<file path="src/rtl/rtt_pkg.sv">
package rtt_pkg;

	localparam int unsigned EST_RESET  = 1000000;
	localparam int unsigned GAIN_RESET = 6554;
	localparam int unsigned MAXM_RESET = 64;

	typedef enum logic [1:0] {
		CFG_GAIN     = 2'd0,
		CFG_INIT_EST = 2'd1,
		CFG_MAX_MULT = 2'd2
	} rtt_cfg_idx_t;

	typedef enum logic [2:0] {
		MODE_SENT    = 3'd0,
		MODE_ACK     = 3'd1,
		MODE_BACKOFF = 3'd2,
		MODE_CLEAR   = 3'd3,
		MODE_RESET   = 3'd4
	} rtt_mode_t;

	typedef struct packed {
		logic        retx;
		logic [31:0] stamp;
		logic [31:0] len;
		logic [31:0] start;
	} rtt_ent_t;

	typedef struct packed {
		logic go;
		logic smp;
		logic clr;
	} rtt_flt_cmd_t;

	typedef enum logic [2:0] {
		ST_IDLE,
		ST_SRCH_RD,
		ST_SRCH_CMP,
		ST_ACK_RD,
		ST_ACK_CMP,
		ST_FILT_GO,
		ST_FILT_WAIT,
		ST_OUT
	} rtt_state_t;

	typedef enum logic [2:0] {
		FL_IDLE,
		FL_MUL1,
		FL_ADD1,
		FL_MUL2,
		FL_ADD2,
		FL_TBASE,
		FL_TMUL,
		FL_DONE
	} rtt_flt_state_t;

endpackage

</file>
<file path="src/rtl/rtt_hist_mem.sv">
module rtt_hist_mem
	import rtt_pkg::*;
#(
	parameter int DEPTH = 32,
	parameter int AW    = 5
) (
	input  logic          clk,
	input  logic          we,
	input  logic [AW-1:0] waddr,
	input  rtt_ent_t      wdata,
	input  logic [AW-1:0] raddr,
	output rtt_ent_t      rdata
);

	rtt_ent_t mem [DEPTH];

	always_ff @(posedge clk) begin
		if (we) begin
			mem[waddr] <= wdata;
		end
		rdata <= mem[raddr];
	end

endmodule

</file>
<file path="config.mk">
export PLATFORM = sky130hd
export DESIGN_NAME = rtt_hist_mem
export DESIGN_NICKNAME = d
export VERILOG_FILES = /design/src/rtl/rtt_pkg.sv /design/src/rtl/rtt_hist_mem.sv
export SDC_FILE = /design/constraint.sdc
export NUM_CORES = 2
export LEC_CHECK = 0
export BUFFER_PORTS_ARGS = -buffer_cell sky130_fd_sc_hd__buf_2
export CAP_MARGIN = 20
export CORE_ASPECT_RATIO = 2
export CORE_MARGIN = 3
export CORE_UTILIZATION = 55
export CTS_BUF_LIST = sky130_fd_sc_hd__clkbuf_2
export DETAILED_ROUTE_END_ITERATION = 10
export GPL_TIMING_DRIVEN = 0
export MAX_ROUTING_LAYER = met4
export PLACE_DENSITY = 0.71
export SYNTH_ARGS = -nofsm -noshare
export SYNTH_HDL_FRONTEND = slang
export SYNTH_SLANG_ARGS = --single-unit
</file>
<file path="constraint.sdc">
create_clock -name clk -period 8.3 [get_ports clk]
set_input_delay 0.83 -clock clk [delete_from_list [all_inputs] [get_ports clk]]
set_output_delay 0.83 -clock clk [all_outputs]
set_load 0.01 [all_outputs]
</file>
### Word-level counts from Yosys, hierarchy flattened

Memory sizes are Yosys's and may differ from the RTL's. A register that Yosys moved wholly into a read port is not among the register bits.
Cells that the tools add are included.

* memories kept: 1
* output and inout bits: 97
* RAM bits: 3104
* word-level logic and storage cells: 3
* register bits: 0
* input bits: 109

* muxes and demuxes: 2

Memory list
* mem: words 32, bits a word 97, read ports 1, clocked after Yosys merged registers in 1, wr ports 1, line rtt_hist_mem.sv:15 `rtt_ent_t mem [DEPTH];`

Operator list (count)
* $mux 1: 2

### Longest topological paths before layout

* depth after elaboration: 2
* depth in mapped cells: 9
* gate-level depth less buffers: 4

### Least setup slack after synthesis

No wires, ideal clock.

* path type: input to register
* from: in waddr[1]
* to: mem mem[12][0] (netlist bit), enable pin
* data required time: 7746 ps
* setup time: 554 ps
* slack: 2216 ps
* path buffers: 1
* stages: 3
* arrival time: 5530 ps
* cell sequence: or3b_2 clkbuf_1 nor2_1

RTL lines
* start, declared: line rtt_hist_mem.sv:9 `input logic [AW-1:0] waddr,`
* end, declared: line rtt_hist_mem.sv:15

No word-level cell before the write port.

### Worst setup path after layout

* from: reg rdata[4] (netlist name)
* to: out rdata[4] (netlist bit)

RTL lines
* end, declared: line rtt_hist_mem.sv:12 `output rtt_ent_t rdata`

No word-level cell between the ends.

==> run_results.csv <==
group,metric,value,unit
setup_path,endpoint_kind,"output pin",
setup_path,cp_max_fo,1,
place,dpl.hpwl,230200,um
global_routing,first_global_vias,67366,
synthesis,synthAdderAreaFrac,0,%
setup_path,crit_chain,"buf_2",
global_routing,track_usage,31.25,%
clock_tree,clock_path_buffers,4,
place,dpl.cell_count,8830,
clock_tree,cts_buffers,659,
synthesis,muxShareOfSynthArea,13.78,%
routing,ant_nets,0,
routing,wirelength,339200,um
synthesis,yosys.area_share.xor_xnor,0,%
clock_tree,clkLatencyLatePin,1.79,ns
clock_tree,cts_sinks,3201,
power_and_ir_drop,p_leak,46.01,nW
global_routing,grt_pass1_wl,473600,um
power_and_ir_drop,powerDensity,214.7,nW/um^2
sta,tightest_slew,1.343,ns
outcome,status,"completed",
clock_tree,cts_setup_buffers,0,
setup_path,worstSetupPathType,"flop to output pin",
sta,slew_headroom,10.46,%
power_and_ir_drop,ir_drop,0.1136,mV
finish,final_net_count,6972,
routing,vias_per_cell,6.353,
finish,design_area,135800,sq um
setup_path,cpPeakStageDelay,0.53,ns
finish,final_common_cell,"edfxtp_1",
worst_hold_path,hold_class,"input pin to flop",
routing,highest_layer,"met4",
setup_path,slowest_stage,"dfxtp_1",
synthesis,synthFlopType,"edfxtp_1",
clock_tree,cts_htree_levels,6,
synthesis,async_flop_share,0,%
synthesis,synth_top_cell_by_area,"edfxtp_1",
sta,fin_crit_sh,40.53,%
synthesis,synth_compound_area_share,3.960,%
setup_path,critPathTopFamily,"flip-flops",
sta,tns,0,ns
routing,drt_iter0_drc,7202,
finish,synthToLayoutAreaGrowth,13.30,%
sta,max_freq,297.3,MHz
synthesis,yosysSeqAreaShare,79.38,%
synthesis,synth_top_family_by_area,"multiplexers",
routing,drcViolationCount,0,
finish,mostFrequentLayoutCells,"edfxtp_1 (3104), clkbuf_2 (925), mux2i_1 (774)",
global_routing,antenna_found_initial,26,
floorplanning,dieArea,223900,sq um
floorplanning,row_count,241,
synthesis,syn_area_per_cell,21.16,sq um
global_routing,grt_max_degree,33,
synthesis,synth.cell_area,119900,sq um
routing,drt_first_pass_iters,8,
synthesis,ys_top_cells_by_area,"edfxtp_1 (78%), mux4_2 (7.3%), mux2i_1 (6.5%), a22oi_1 (3.2%), dfxtp_1 (1.6%)",
setup_path,critPathLaunchType,"flop",
clock_tree,cts-root-buf,"clkbuf_2",
routing,met2_length,181700,um
routing,drt-met1-wl,104600,um
synthesis,synth_top_area_share,77.76,%
global_routing,overflow,0,
floorplanning,boundaryPins,206,
synthesis,yosys_warnings,0,
finish,instances_no_fill,10181,
setup_path,path_buf_inv,1,
place,placedInstanceArea,128100,sq um
sta,slew_violations,0,
floorplanning,initial_utilization,55.44,%
synthesis,ys_types,38,
synthesis,syn_nets,5775,
routing,num_vias,64680,
synthesis,synth_edf_count,3104,
synthesis,syn_inst,5666,
place,gp_congestion,0.8272,
job,maxCapViolations,0,
finish,fillers,14920,
sta,fin_skew,0.1200,ns
sta,hold_viol,0,
clock_tree,cts.clk_slew.worst_paths,0.13,ns
sta,period_needed,3.364,ns
floorplanning,coreArea,216200,sq um
sta,rsz0062_at_grt,"false",
floorplanning,die_w,336.1,um
sta,setup_viol,0,
clock_tree,cts_tree,"yes",
setup_path,critPathArrivalTime,2.53,ns
floorplanning,die_h,666.2,um
synthesis,ys_ff_latch,3201,
place,io_buffers,202,
setup_path,cp.required,7.47,ns
routing,wl_met3,26240,um
finish,drive_gt1_share,27.01,%
synthesis,synthSimpleGateAreaFrac,1.492,%
routing,wl_per_cell,33.32,um
[final timing paths]
kind	end	slack, ns	cells after the start	startpoint
worst max register to register	rdata[79]$_DFF_P_	6.30	4	mem[15][79]$_DFFE_PP_
worst min-delay path	mem[27][1]$_DFFE_PP_	0.14	2	wdata[1]
worst min register to register	rdata[6]$_DFF_P_	0.64	3	mem[12][6]$_DFFE_PP_
worst max-delay path	rdata[4]	4.94	1	rdata[4]$_DFF_P_
[sequential cells by signal, indices dropped and copies added (netlist names)]
register / flops
rdata: 97
mem: 3104
[metal layers]
layer / track usage [%] / up-vias
li1: - / 26586
met1: 32.38 / 32960
met2: 54.45 / 3968
met3: 4.978 / 1166
met4: 21.08 / 0
met5: - / -
[logic make-up after synthesis]
kind of cell,count (synthesis)
AND/OR/NAND/NOR,345
AO/OA/AOI/OAI,635
multiplexers,1164
buffers and inverters,321
flip-flops,3201
[area by class of cell]
type / instances / area [sq um] / share of cell area [%]
sequential: 3201 / 95150 / 70.06
multi-input combinational: 2144 / 23310 / 17.16
timing repair buffer: 536 / 6165 / 4.539
clock buffer: 922 / 4614 / 3.397
tap: 2794 / 3496 / 2.574
buffer: 320 / 1665 / 1.226
clock inverter: 237 / 1349 / 0.9931
antenna: 26 / 65.06 / 0.04790
inverter: 1 / 3.754 / 0.002764
[power breakdown]
part	internal [mW]	switching, mW	total, mW
Combinational	0.628	1.20	1.83
Sequential	17.9	0.0827	18.0
Clock	3.41	5.89	9.30
[cell usage after synthesis (2+ instances only)]
cell type	instances
a21oi_1	10
a22o_1	53
a22oi_1	511
a31oi_1	53
a32oi_1	4
and2_1	9
buf_1	11
buf_2	137
buf_4	33
buf_6	22
clkbuf_1	116
dfxtp_1	97
edfxtp_1	3104
mux2i_1	774
mux4_2	389
nand2_1	17
nand2b_1	2
nand3_1	194
nand3b_1	5
nand4_1	44
nor2_1	43
nor2_2	4
nor2b_1	15
nor3_1	3
or3_1	2
or3b_2	2
[through the flow]
stage / power (mW) / utilization (%) / worst slack, ns / hold WS (ns)
2_1_floorplan: 19.25 / - / 2.216 / 0.5494
3_3_place_gp: 20.08 / 57.53 / -4.232 / 0.6344
3_5_place_dp: 20.14 / 59.26 / 4.140 / 0.6519
4_1_cts: 29.29 / 62.78 / 4.833 / 0.0005564
5_1_grt: 30.14 / 62.81 / 4.842 / 0.06587
6_report: 29.16 / 62.82 / 4.936 / 0.1386
[what timing repair did]
item | CTS | global route
endpoints found under the hold margin | 3476 | 0
hold buffers | 165 | 0
gates resized for setup | 0 | 0
Note: power is estimated with default switching activity, not from simulation.
