==> config.mk <==
export PLATFORM = sky130hd
export DESIGN_NAME = rtt_filter
export DESIGN_NICKNAME = d
export VERILOG_FILES = /design/src/rtl/rtt_pkg.sv /design/src/rtl/rtt_filter.sv
export SDC_FILE = /design/constraint.sdc
export NUM_CORES = 2
export LEC_CHECK = 0
export BUFFER_PORTS_ARGS = -buffer_cell sky130_fd_sc_hd__buf_2
export CORE_MARGIN = 4
export CORE_UTILIZATION = 60
export DETAILED_ROUTE_END_ITERATION = 6
export HOLD_SLACK_MARGIN = 0.08
export PLACE_DENSITY = 0.77
export SYNTH_ARGS = -nofsm -noshare
export SYNTH_HDL_FRONTEND = slang
export SYNTH_SLANG_ARGS = --single-unit
==> constraint.sdc <==
create_clock -name clk -period 8.5 [get_ports clk]
set_input_delay 1.7 -clock clk [delete_from_list [all_inputs] [get_ports clk]]
set_output_delay 1.7 -clock clk [all_outputs]
set_load 0.05 [all_outputs]
==> src/rtl/rtt_pkg.sv <==
package rtt_pkg;

	localparam int unsigned EST_RESET  = 1000000;
	localparam int unsigned GAIN_RESET = 6554;
	localparam int unsigned MAXM_RESET = 64;

	typedef enum logic [1:0] {
		CFG_GAIN     = 2'd0,
		CFG_INIT_EST = 2'd1,
		CFG_MAX_MULT = 2'd2
	} rtt_cfg_idx_t;

	typedef enum logic [2:0] {
		MODE_SENT    = 3'd0,
		MODE_ACK     = 3'd1,
		MODE_BACKOFF = 3'd2,
		MODE_CLEAR   = 3'd3,
		MODE_RESET   = 3'd4
	} rtt_mode_t;

	typedef struct packed {
		logic        retx;
		logic [31:0] stamp;
		logic [31:0] len;
		logic [31:0] start;
	} rtt_ent_t;

	typedef struct packed {
		logic go;
		logic smp;
		logic clr;
	} rtt_flt_cmd_t;

	typedef enum logic [2:0] {
		ST_IDLE,
		ST_SRCH_RD,
		ST_SRCH_CMP,
		ST_ACK_RD,
		ST_ACK_CMP,
		ST_FILT_GO,
		ST_FILT_WAIT,
		ST_OUT
	} rtt_state_t;

	typedef enum logic [2:0] {
		FL_IDLE,
		FL_MUL1,
		FL_ADD1,
		FL_MUL2,
		FL_ADD2,
		FL_TBASE,
		FL_TMUL,
		FL_DONE
	} rtt_flt_state_t;

endpackage

==> src/rtl/rtt_filter.sv <==
module rtt_filter
	import rtt_pkg::*;
(
	input  logic         clk,
	input  logic         arst_n,
	input  rtt_flt_cmd_t cmd,
	input  logic [31:0]  sample,
	input  logic [31:0]  init_est,
	input  logic [15:0]  gain,
	input  logic [10:0]  backoff,
	output logic [31:0]  est,
	output logic [31:0]  dev,
	output logic [47:0]  tmo,
	output logic         done
);

	rtt_flt_state_t state_q, state_d;
	logic [31:0]        est_q, dev_q;
	logic               have_q;
	logic signed [32:0] err_q;
	logic [32:0]        mag_q;
	logic signed [33:0] dd_q;
	logic signed [50:0] prod_q;
	logic [34:0]        base_q;
	logic [47:0]        tmo_q;
	logic signed [32:0] err_c;
	logic [33:0]        dev4_c;
	logic [45:0]        tprod_c;

	assign err_c   = $signed({1'b0, sample}) - $signed({1'b0, est_q});
	assign dev4_c  = {dev_q, 2'b00};
	assign tprod_c = base_q * backoff;

	always_comb begin
		state_d = state_q;
		case (state_q)
			FL_IDLE:  if (cmd.go) state_d = (cmd.smp && have_q) ? FL_MUL1 : FL_TBASE;
			FL_MUL1:  state_d = FL_ADD1;
			FL_ADD1:  state_d = FL_MUL2;
			FL_MUL2:  state_d = FL_ADD2;
			FL_ADD2:  state_d = FL_TBASE;
			FL_TBASE: state_d = FL_TMUL;
			FL_TMUL:  state_d = FL_DONE;
			FL_DONE:  state_d = FL_IDLE;
			default:  state_d = FL_IDLE;
		endcase
	end

	always_comb begin
		done = (state_q == FL_DONE);
	end

	always_ff @(posedge clk or negedge arst_n) begin
		if (!arst_n) begin
			state_q <= FL_IDLE;
			est_q   <= EST_RESET[31:0];
			dev_q   <= '0;
			have_q  <= 1'b0;
		end else begin
			state_q <= state_d;
			if (cmd.clr) begin
				est_q  <= init_est;
				dev_q  <= '0;
				have_q <= 1'b0;
			end else begin
				case (state_q)
					FL_IDLE: begin
						if (cmd.go && cmd.smp && !have_q) begin
							est_q  <= sample;
							dev_q  <= sample;
							have_q <= 1'b1;
						end
					end
					FL_ADD1: est_q <= est_q + prod_q[47:16];
					FL_ADD2: dev_q <= dev_q + prod_q[47:16];
					default: ;
				endcase
			end
		end
	end

	// datapath, no reset
	always_ff @(posedge clk) begin
		case (state_q)
			FL_IDLE: begin
				err_q <= err_c;
				mag_q <= err_c[32] ? 33'(-err_c) : 33'(err_c);
			end
			FL_MUL1: prod_q <= 51'(err_q * $signed({1'b0, gain}));
			FL_ADD1: dd_q   <= $signed({1'b0, mag_q}) - $signed({2'b00, dev_q});
			FL_MUL2: prod_q <= 51'(dd_q * $signed({1'b0, gain}));
			FL_TBASE: begin
				if (dev4_c < {2'b00, est_q}) base_q <= {2'b00, est_q, 1'b0};
				else base_q <= {3'b000, est_q} + {1'b0, dev4_c};
			end
			FL_TMUL: tmo_q <= {2'b00, tprod_c};
			default: ;
		endcase
	end

	assign est = est_q;
	assign dev = dev_q;
	assign tmo = tmo_q;

endmodule

Word level (Yosys, flattened, before mapping)
Cells that the tools add are included.

Bits in registers: 297. Input port bits: 96. Output and inout port bits: 113. Logic and storage cells: 58.

Add/subtract/negate cells: 6. Multipliers: 3. $lt $le $gt $ge: 1. Eq/ne operators: 9. Muxes and demuxes: 14. Reduce and logical (&&, ||, !) cells: 13.

Operators by type and width (number): $mux W32 (4); $pmux W32 S2 (2); $pmux W48 S2 (1); $add A32 B32 Y32 (2); $mul A33 B17 Y48 (1); $mul A34 B17 Y48 (1); $mul A35 B11 Y46 (1); $add A32 B34 Y35 (1); $lt A34 B32 Y1 (1); $sub A33 B32 Y34 (1); $mux W33 (1); $neg A33 Y33 (1); $sub A32 B32 Y33 (1); $pmux W3 S8 (1); $eq A3 B3 Y1 const B (4); $eq A3 B2 Y1 const B (2); $mux W3 (2); $reduce_and A2 Y1 (3); $reduce_bool A2 Y1 (3); $reduce_bool A3 Y1 (2); $eq A3 B1 Y1 const B (1); $logic_and A1 B1 Y1 (3); $logic_not A3 Y1 (1); $mux W1 (3); 3 further kinds (3).

Longest topological paths before layout
Depth after elaboration: 5. Gate-level depth with buffers: 26. Depth with buffers taken out: 24.

Worst setup path before layout
No wires, ideal clock.

Path kind: input port to flip-flop. Start: in gain[2]. End: reg prod_q[47] (data pin). Setup time: 271 ps. Data arrival time: 7822 ps. Required time: 8229 ps. Setup slack: 407 ps. Stages on the path: 24. Path buffers: 2. Path through: clkbuf_1 -> clkbuf_1 -> nand2_1 -> fa_1 -> fa_1 -> fa_1 -> inv_1 -> fa_1 -> fa_1 -> inv_1 -> fa_1 -> inv_1 -> ha_1 -> a21o_1 -> a21o_1 -> a2111oi_0 -> o21ai_0 -> a21oi_1 -> o21ai_0 -> a221oi_1 -> nor2b_1 -> a221oi_1 -> xnor2_1 -> mux2i_1.

Cells in the longest elaborated chain, start to end: 2. Elaborated cells between the ends (all ways): 3. Those cells by class: mul (2); mux (1).

Ends and longest elaborated chain: from (decl) (RTL line rtt_filter.sv:9) `input logic [15:0] gain,`; $mul A34 B17 Y48 or $mul A33 B17 Y48 (tied branches) (RTL line rtt_filter.sv:91, rtt_filter.sv:89); $pmux W48 S2 (*) (RTL line rtt_filter.sv:84) `case (state_q)`; to (signal assigned) (RTL line rtt_filter.sv:89) `FL_MUL1: prod_q <= 51'(err_q * $signed({1'b0, gain}));`; to (signal assigned) (RTL line rtt_filter.sv:91) `FL_MUL2: prod_q <= 51'(dd_q * $signed({1'b0, gain}));`; to (decl) (RTL line rtt_filter.sv:23) `logic signed [50:0] prod_q;`.

Mark *: on every way between the ends. The rest lies on a longest branch, timed or not. A chain may end at the register's enable or synchronous reset.

Worst setup path in the final report
Start: in gain[5]. End: reg prod_q[46] (data pin).

The elaborated chain is that of the path after synthesis.

==> out/metrics.yaml <==
global_route:
  grt_use_met1_pct: 40.7
  grt_max_degree: 81
  gr-max-usage-layer: "met2"
  grt_pass1_wl_mm: 295
  grt_usage_pct: 32.4
  grt_pass1_vias: 54326
  grtUsageMet2_pct: 54.6
  antenna_found_initial: 7
  met3_usage_pct: 5.09
  grt_overflow_total: 0
clocking:
  clk_root_buffer_cell: "clkbuf_16"
  post-cts-setup-buffers: 0
  cts.sink_count: 280
  clk_pin_slew_ps: 80
  cts_tree: "built"
  htree_levels: 1
  cts_buffer_depth: 3
  clkLatencyLatePin_ps: 620
  numCtsBuffers: 31
  cts_resized: 0
  hold_buffers: 0
sta:
  slew-limit-headroom_pct: 25.2
  rsz0062_at_grt: "no"
  report.final.slew_viol_count: 0
  finalClockSkew_ps: 25.9
  hold_viol_final: 0
  tightest_slew_ps: 1090
  setup_viol: 0
  post-route-min-period_ps: 8200
  clock.fmax_ghz: 0.122
  finalCritPeriodShare_pct: 96.5
synthesis:
  seq_area_frac_synth_pct: 12.2
  synth-edff-count: 212
  netlist_instances: 7260
  ys.flop_type: "edfxtp_1"
  syn_avg_cell_area_sq_um: 9.09
  synth_area_sq_um: 66000
  synth_warnings: 0
  ys_ff_latch: 280
  async_reset_ff_share_pct: 24.3
  ys_types: 90
layout:
  final_cell_mix: "inv_1, fa_1, nand2_1"
  finish.utilization_pct: 64.8
  area_growth_pct: 7.05
  final_common_cell: "inv_1"
  layout.nets: 9270
  drive_above_1_share_pct: 7.24
drt:
  routed_wl_mm: 184
  vias: 51172
  via_per_inst: 5.79
  drtIter0Drc: 3741
  ant_nets: 0
  wl_per_cell_um: 20.9
  drc: 0
  firstDrtPassIters: 6
setup_path:
  cp-end-kind: "flop"
  critical_path_class: "in2reg"
  reg2reg_depth: 24
  rr_endpoint: "prod_q[46]$_DFFE_PP_"
  cp_max_fo: 13
  worstPathRequired_ps: 8850
  rrSetupSlack_ps: 820
  r2r_start: "dd_q[11]$_DFFE_PP_"
  critPathLaunchType: "input port"
  worstPathArrival_ps: 8550
floorplan:
  die_x_um: 340
  initial_core_util_pct: 60.5
  core_area_sq_um: 109000
  die-area_sq_um: 115000
  rows: 121
  die_height_um: 340
  pin_count: 209
placement:
  place_congestion: 0.986
  dpl.hpwl_mm: 151
  portBuffers: 206
worst_hold_path:
  holdPathStages: 2
  worstHoldStart: "have_q$_DFFE_PN0P_"
  min_path_type: "reg2reg"
  min_delay_worst_endpoint: "have_q$_DFFE_PN0P_"
run:
  cap_violations: 0
outcome:
  status: "completed"
-- final cells by class --
class	instances	area, sq um
clock buffer	33	783
clock inverter	24	332
timing repair buffer	422	2960
tap	1414	1770
sequential	280	8080
inverter	1500	5630
multi-input combinational	5159	51100
antenna	2	5.00
fill	8850	38400
-- layer usage --
| layer | up-vias | part of all wire (%) |
|---|---|---|
| met5 | - | 0.025 |
| met4 | 8 | 6.4 |
| met3 | 573 | 7.9 |
| met2 | 2297 | 48 |
| met1 | 25686 | 37 |
| li1 | 22608 | - |
-- Yosys cell counts, types with 115 or more instances --
master       n  area share (%)
a21o_1     115             1.3
a21oi_1    280             2.1
and2_1     632             6.0
clkbuf_1   307             1.7
edfxtp_1   212             9.7
fa_1      1285              39
ha_1       495             9.4
inv_1     1500             8.5
nand2_1   1032             5.9
nor2_1     193             1.1
o21ai_0    162             1.2
xnor2_1    183             2.4
-- worst max-delay path by stage --
stage / startpoint / to / cells past startpoint
floorplan: gain[2] / prod_q[47]$_DFFE_PP_ / 24
global placement: gain[8] / prod_q[44]$_DFFE_PP_ / 27
detailed placement: gain[5] / prod_q[46]$_DFFE_PP_ / 27
CTS: gain[5] / prod_q[46]$_DFFE_PP_ / 27
global route: gain[5] / prod_q[46]$_DFFE_PP_ / 27
finish: gain[5] / prod_q[46]$_DFFE_PP_ / 27
-- metrics by stage --
stage                     instances  worst slack [ps]  hold slack [ps]  TNS, ps  instance area [sq um]
after global routing           8834               150              546        0                  70600
after CTS                      8832               467              535        0                  70600
after global placement         8775             -29.4              505    -29.4                  69500
final                          8834               301              544        0                  70600
after floorplan                7261               407              485        0                  66000
after detailed placement       8775              -175              517     -644                  69500
-- worst max-delay path: stages --
cell	delay, ps
buf_2	120
buf_12	140
and2_1	150
fa_1	530
inv_1	60
fa_1	460
fa_1	530
inv_1	60
fa_1	490
fa_1	500
inv_1	50
fa_1	480
inv_1	50
ha_1	300
a21o_1	190
a21o_1	170
a211oi_1	320
buf_4	190
nand2_1	60
o21ai_0	200
buf_4	180
o21ai_0	240
a221oi_1	530
nor2b_1	150
o41ai_1	400
xor2_1	200
mux2i_1	80
-- flip-flops by register name, summed over array words and instances (netlist names) --
name     cells
mag_q       32
err_q       33
state_q      3
dev         32
have_q       1
base_q      35
tmo         46
prod_q      32
est         32
dd_q        34
-- cell families after synthesis --
| kind of cell | Yosys count | synth area share (%) |
|---|---|---|
| AO/OA/AOI/OAI | 885 | 8.70 |
| XOR/XNOR | 279 | 3.72 |
| adder cells (fa/ha/maj) | 1780 | 48.4 |
| buffers and inverters | 1822 | 10.4 |
| flip-flops | 280 | 12.2 |
| multiplexers | 41 | 0.628 |
| other | 1 | 0.00568 |
| AND/OR/NAND/NOR | 2172 | 15.9 |
Power is left out: the tool's default activity adds up to more than one toggle a clock period on the data nets, which glitch-free logic cannot reach.
